--- src/hdl/bhc_pkg.sv ---
// shared constants and the byte classifier for the byte histogram
package bhc_pkg;

	localparam int BYTE_BITS  = 8;
	localparam int NUM_BINS   = 1 << BYTE_BITS;
	localparam int CLASS_BITS = 3;
	localparam int NUM_CLASS  = 6;
	localparam int OUT_BITS   = 32;

	typedef logic [BYTE_BITS-1:0]  byte_t;
	typedef logic [CLASS_BITS-1:0] class_t;
	typedef logic [OUT_BITS-1:0]   count_out_t;

	localparam class_t CLS_CONTROL = 3'd0;
	localparam class_t CLS_SPACE   = 3'd1;
	localparam class_t CLS_DIGIT   = 3'd2;
	localparam class_t CLS_LETTER  = 3'd3;
	localparam class_t CLS_GRAPHIC = 3'd4;
	localparam class_t CLS_HIGH    = 3'd5;

	localparam logic MODE_COUNT = 1'b0;
	localparam logic MODE_READ  = 1'b1;

	function automatic class_t class_of(input byte_t b);
		class_t c;
		if (b < 8'd32) begin
			c = CLS_CONTROL;
		end else if (b == 8'd32) begin
			c = CLS_SPACE;
		end else if (b >= 8'd48 && b <= 8'd57) begin
			c = CLS_DIGIT;
		end else if ((b >= 8'd65 && b <= 8'd90) || (b >= 8'd97 && b <= 8'd122)) begin
			c = CLS_LETTER;
		end else if (b <= 8'd127) begin
			c = CLS_GRAPHIC;
		end else begin
			c = CLS_HIGH;
		end
		return c;
	endfunction

endpackage

--- src/hdl/bhc_totals.sv ---
// running byte total and the six class totals, saturating
module bhc_totals #(
	parameter int COUNT_BITS = 32
) (
	input  logic                                  clk,
	input  logic                                  arst_n,
	input  logic                                  upd_en,
	input  bhc_pkg::class_t                       upd_class,
	output logic [COUNT_BITS-1:0]                 nxt_total,
	output logic [bhc_pkg::NUM_CLASS-1:0][COUNT_BITS-1:0] nxt_class
);
	import bhc_pkg::*;

	localparam logic [COUNT_BITS-1:0] CNT_MAX = '1;

	logic [COUNT_BITS-1:0]                total_q;
	logic [NUM_CLASS-1:0][COUNT_BITS-1:0] class_q;

	always_comb begin
		nxt_total = total_q;
		nxt_class = class_q;
		if (upd_en) begin
			if (total_q != CNT_MAX) begin
				nxt_total = total_q + COUNT_BITS'(1);
			end
			for (int k = 0; k < NUM_CLASS; k++) begin
				if (upd_class == CLASS_BITS'(k) && class_q[k] != CNT_MAX) begin
					nxt_class[k] = class_q[k] + COUNT_BITS'(1);
				end
			end
		end
	end

	always_ff @(posedge clk or negedge arst_n) begin
		if (!arst_n) begin
			total_q <= '0;
			class_q <= '0;
		end else begin
			total_q <= nxt_total;
			class_q <= nxt_class;
		end
	end

endmodule
--- config.mk ---
export PLATFORM = sky130hd
export DESIGN_NAME = bhc_totals
export DESIGN_NICKNAME = d
export VERILOG_FILES = /design/src/hdl/bhc_pkg.sv /design/src/hdl/bhc_totals.sv
export SDC_FILE = /design/constraint.sdc
export NUM_CORES = 1
export LEC_CHECK = 0
export ABC_AREA = 0
export CELL_PAD_IN_SITES_DETAIL_PLACEMENT = 1
export CELL_PAD_IN_SITES_GLOBAL_PLACEMENT = 2
export CORE_ASPECT_RATIO = 0.9
export CORE_MARGIN = 1.5
export CORE_UTILIZATION = 35
export DETAILED_ROUTE_END_ITERATION = 8
export DONT_BUFFER_PORTS = 1
export GPL_ROUTABILITY_DRIVEN = 0
export MAX_ROUTING_LAYER = met4
export PLACE_DENSITY_LB_ADDON = 0.25
export SYNTH_ARGS = -nofsm -noshare
export SYNTH_HDL_FRONTEND = slang
export SYNTH_SLANG_ARGS = --single-unit
--- constraint.sdc ---
create_clock -name clk -period 6.37 [get_ports clk]
set_input_delay 0.637 -clock clk [delete_from_list [all_inputs] [get_ports clk]]
set_output_delay 0.637 -clock clk [all_outputs]
set_load 0.1 [all_outputs]
**Yosys cells after proc, flatten, opt, wreduce, memory -nomap -nowiden**

Index checks and enable logic that the tools add are counted.

- Bits in registers: 224
- Bits in latches: 0
- Bits in writable memories: 0
- ROM bits: 0
- Bits of input ports: 6
- Output and inout bits: 224
- Memories kept: 0

- $add $sub $neg: 7
- Multiply operators: 0
- Div/mod/pow operators: 0
- Magnitude comparators: 0
- Equal/unequal tests: 12
- Shift operators: 0
- Muxes and demuxes: 9
- Bitwise logic cells: 0
- Reduce and logical (&&, ||, !) cells: 7

Operator list:

| kind | count |
|---|---|
| 32-bit 2-to-1 mux | 8 |
| 32-bit by 1-bit adder with 32-bit output (second input constant) | 7 |
| 32-bit != test (second input constant) | 7 |
| 192-bit 2-to-1 mux | 1 |
| 3-bit by 2-bit == test with 1-bit output (second input constant) | 2 |
| 3-bit == test (second input constant) | 2 |
| 1-bit logical AND | 6 |
| 3-bit by 1-bit == test with 1-bit output (second input constant) | 1 |
| 3-bit logical NOT | 1 |

**Logic depth before layout (Yosys ltp)**

- Word-level depth: 4
- Depth in mapped cells: 8
- Mapped depth without buffers: 6

**Worst setup path after synthesis**

Ideal clock, no wire load.

- Kind: in2out
- Start: input port upd_en
- End: output port nxt_class[26] (netlist name)
- Arrival: 3.584 ns
- Setup slack: 2.149 ns
- Stages: 6
- Cells stage by stage: buf_4 -> inv_2 -> or4_4 -> nor4b_4 -> nand4_1 -> xnor2_1

RTL lines:

| item | line | source |
|---|---|---|
| from (decl) | bhc_totals.sv:7 | `input logic upd_en,` |
| to (decl) | bhc_totals.sv:10 | `output logic [bhc_pkg::NUM_CLASS-1:0][COUNT_BITS-1:0] nxt_class` |

**Final worst setup path**

- Start: register class_q[182] (netlist name)
- End: output port nxt_class[167] (netlist name)

- Longest elaborated chain between the ends: 4

Ends and longest elaborated chain:

| item | line | source |
|---|---|---|
| from (decl) | bhc_totals.sv:17 | `logic [NUM_CLASS-1:0][COUNT_BITS-1:0] class_q;` |
| from (signal assigned) | bhc_totals.sv:40 | `class_q <= nxt_class;` |
| 32-bit != test | bhc_totals.sv:27 | `if (upd_class == CLASS_BITS'(k) && class_q[k] != CNT_MAX) begin` |
| 1-bit logical AND | bhc_totals.sv:27 |  |
| 32-bit 2-to-1 mux | bhc_totals.sv:27 |  |
| 192-bit 2-to-1 mux | bhc_totals.sv:22 | `if (upd_en) begin` |

No other way between the ends.

==> out/metrics.yaml <==
detailed_routing:
  drc: 0
  drt_iter0_markers: 309
  vias: 8374
  wl_per_cell_um: 19.71
  drtPass1Iterations: 4
  wl_um: 32000
  avgViaCountPerCell: 5.156
  ant_nets: 0
clock_tree:
  clk_latency_ns: 0.54
  clockRootBuffer: "clkbuf_16"
  cts_max_level: 1
  cts.clk_slew.worst_paths_ns: 0.06
  clock_path_buffers: 3
  cts_buffers: 26
  cts_tree: "done"
  cts_num_sinks: 224
global_route:
  antenna_found_initial: 0
  grt_pass1_vias: 9042
  grt_pass1_wl_um: 52520
  grt_usage_pct: 21.42
  grt_max_degree: 225
  overflow: 0
power_and_ir_drop:
  ir_drop_uv: 314.0
  p_comb_share_pct: 27.0
  internal-power_mw: 2.722
  p_seq_share_pct: 37.1
  switchingPower_mw: 1.740
  p_sw_share_pct: 39.00
  powerDensity_nw_per_um2: 293.2
  pwr-share-clk_pct: 35.8
  leakagePower_nw: 7.575
synthesis:
  ys.flop_type: "dfrtp_1"
  synth_xor_xnor_area_share_pct: 17.72
  synthAdderAreaFrac_pct: 0.8203
  synth-simple-area-share_pct: 25.41
  netlist_area_sq_um: 10680
  synth_cells: 986
  synth_edf_count: 0
  ys_seq_area_share_pct: 52.50
  synth_area_per_cell_sq_um: 10.83
  synth_warnings: 0
  syn-num-nets: 999
  synth-compound-area-share_pct: 1.172
  ys_ff_latch: 224
  synth_top_family_by_area: "simple AND/OR/NAND/NOR gates"
  synth_cell_types: 49
  synthArstFlopShare_pct: 100.0
  synthMuxAreaShare_pct: 0.7735
placed_design:
  hpwl_um: 22940
  dpl_cell_area_sq_um: 14270
  port_buffers: 0
  post-place-ws_ns: 2.179
sta:
  slew_headroom_pct: 14.47
  finClkSkew_ns: 0.01235
  post-route-period-util_pct: 73.79
  finalMaxSlewViolations: 0
  rsz0062_at_grt: "no"
  fin_ws_ns: 1.670
  setup_tns_ns: 0
  clock.fmax_mhz: 212.8
  fin_crit_ns: 4.700
  finalHoldViolCount: 0
  worst-slew-pin-transition_ns: 1.283
  setup_viol: 0
setup_path:
  arrival_ns: 4.06
  crit_type: "reg -> out"
  critPathSlowestCell: "nor4b_4"
  slowest_delay_ns: 1.03
  crit_family: "simple AND/OR/NAND/NOR gates"
  crit_chain: "nand4_1 -> or4_4 -> nor4b_4 -> nor4b_1 -> xor2_2"
  cp-start-kind: "register"
  crit_fanout: 21
  r2r_cells: 5
  path_buf_inv: 0
  end_kind: "primary output"
  path_depth: 5
  required_ns: 5.73
die:
  die_h_um: 168.7
  ioPinCount: 230
  core_area_sq_um: 29950
  initial_core_util_pct: 35.64
  row_count: 60
  die-area_sq_um: 31560
  die_x_um: 187.1
cells_and_area:
  diodes: 0
  nFillCells: 3119
  final_common_cell: "dfrtp_1"
  final_cell_mix: "dfrtp_1, buf_4, xnor2_2"
  final_cell_area_sq_um: 15220
  fin_nets: 1216
  drive_gt1_share_pct: 41.03
  postLayoutCoreUtil_pct: 50.81
  area_growth_pct: 42.54
outcome:
  outcome: "finished clean"
hold_path:
  min_path_type: "in -> async"
job:
  cap_violations: 0
Yosys cell counts, types with 2 or more instances:
cell type | number | area share [%]
and4_1 | 24 | 2.0
nand3b_1 | 2 | 0.14
nor3b_1 | 2 | 0.14
or3_1 | 3 | 0.18
nor2_1 | 56 | 2.0
o211ai_1 | 2 | 0.14
dfrtp_1 | 224 | 53
nor4_1 | 21 | 1.2
xor2_1 | 80 | 6.6
or4_4 | 2 | 0.21
buf_2 | 11 | 0.52
nand2_1 | 69 | 2.4
and4bb_2 | 4 | 0.47
nor4b_2 | 2 | 0.28
nand3_1 | 90 | 4.2
nand4b_1 | 2 | 0.16
nor3_1 | 42 | 2.0
clkbuf_1 | 6 | 0.21
mux2_2 | 6 | 0.63
and2_1 | 5 | 0.29
a31oi_1 | 4 | 0.23
or4_1 | 2 | 0.14
a21oi_1 | 2 | 0.094
or2_2 | 5 | 0.29
nor4b_1 | 6 | 0.49
buf_1 | 2 | 0.070
nand4_1 | 91 | 5.3
and4b_1 | 2 | 0.19
ha_1 | 7 | 0.82
nor4b_4 | 2 | 0.45
and3_1 | 42 | 2.5
buf_6 | 2 | 0.21
inv_1 | 14 | 0.49
a211oi_1 | 2 | 0.14
xnor2_1 | 136 | 11
flip-flops by register name, summed over array words and instances (netlist names):
register,flops
total_q,32
class_q,192
through the flow:
step,hold WS (ns),power [mW],instances
after detailed placement,0.3502,2.866,1577
after floorplan,0.3414,2.592,986
after CTS,0.2870,4.530,1624
after global routing,0.3189,4.626,1624
final,0.1244,4.462,1624
after global placement,0.3486,2.848,1577
repair_timing:
action,in CTS,in global routing
hold endpoints to repair,224,0
buffers inserted,0,0
gates resized for setup,0,0
hold buffers,1,0
layout make-up:
cell class / count / area [sq um] / area share [%]
clock buffers: 36 / 789.5 / 5.188
clock inverters: 10 / 127.6 / 0.8386
inverters: 15 / 56.30 / 0.3700
multi-input cells: 725 / 6531 / 42.92
flip-flops and latches: 224 / 5605 / 36.83
well taps: 403 / 504.2 / 3.313
repair buffers: 211 / 1604 / 10.54
path summary, 6_finish.rpt:
kind / start / end / slack (ns)
worst max-delay path: class_q[182]$_DFF_PN0_ / nxt_class[167] / 1.67
worst min-delay path: arst_n / class_q[21]$_DFF_PN0_ / 0.12
worst max register to register: class_q[182]$_DFF_PN0_ / class_q[167]$_DFF_PN0_ / 2.63
worst min register to register: class_q[190]$_DFF_PN0_ / class_q[190]$_DFF_PN0_ / 0.52
max in group asynchronous: arst_n / class_q[123]$_DFF_PN0_ / 5.19
min in group clk: class_q[190]$_DFF_PN0_ / class_q[190]$_DFF_PN0_ / 0.52
kinds of logic (layout without fill, tap and decap cells):
logic type      after synthesis  after routing
compound gates               16             16
xor+xnor                    216            216
fa+ha+maj                     7              7
buf+inv                      37            272
flops                       224            224
mux                           7              7
simple gates                479            479
metal layers:
layer	wire length [um]	global-route usage, %
met5	0	-
met4	697	4.979
met3	2641	6.987
met2	14440	31.92
met1	14230	28.44
power by group through the flow:
stage / registers [mW] / logic, mW / clock network [mW]
CTS: 1.66 / 1.22 / 1.65
floorplan: 1.63 / 0.962 / 0
finish: 1.66 / 1.21 / 1.60
detailed placement: 1.68 / 1.19 / 0
global placement: 1.67 / 1.17 / 0
global route: 1.67 / 1.25 / 1.70
Note: power is estimated with default switching activity, not from simulation.
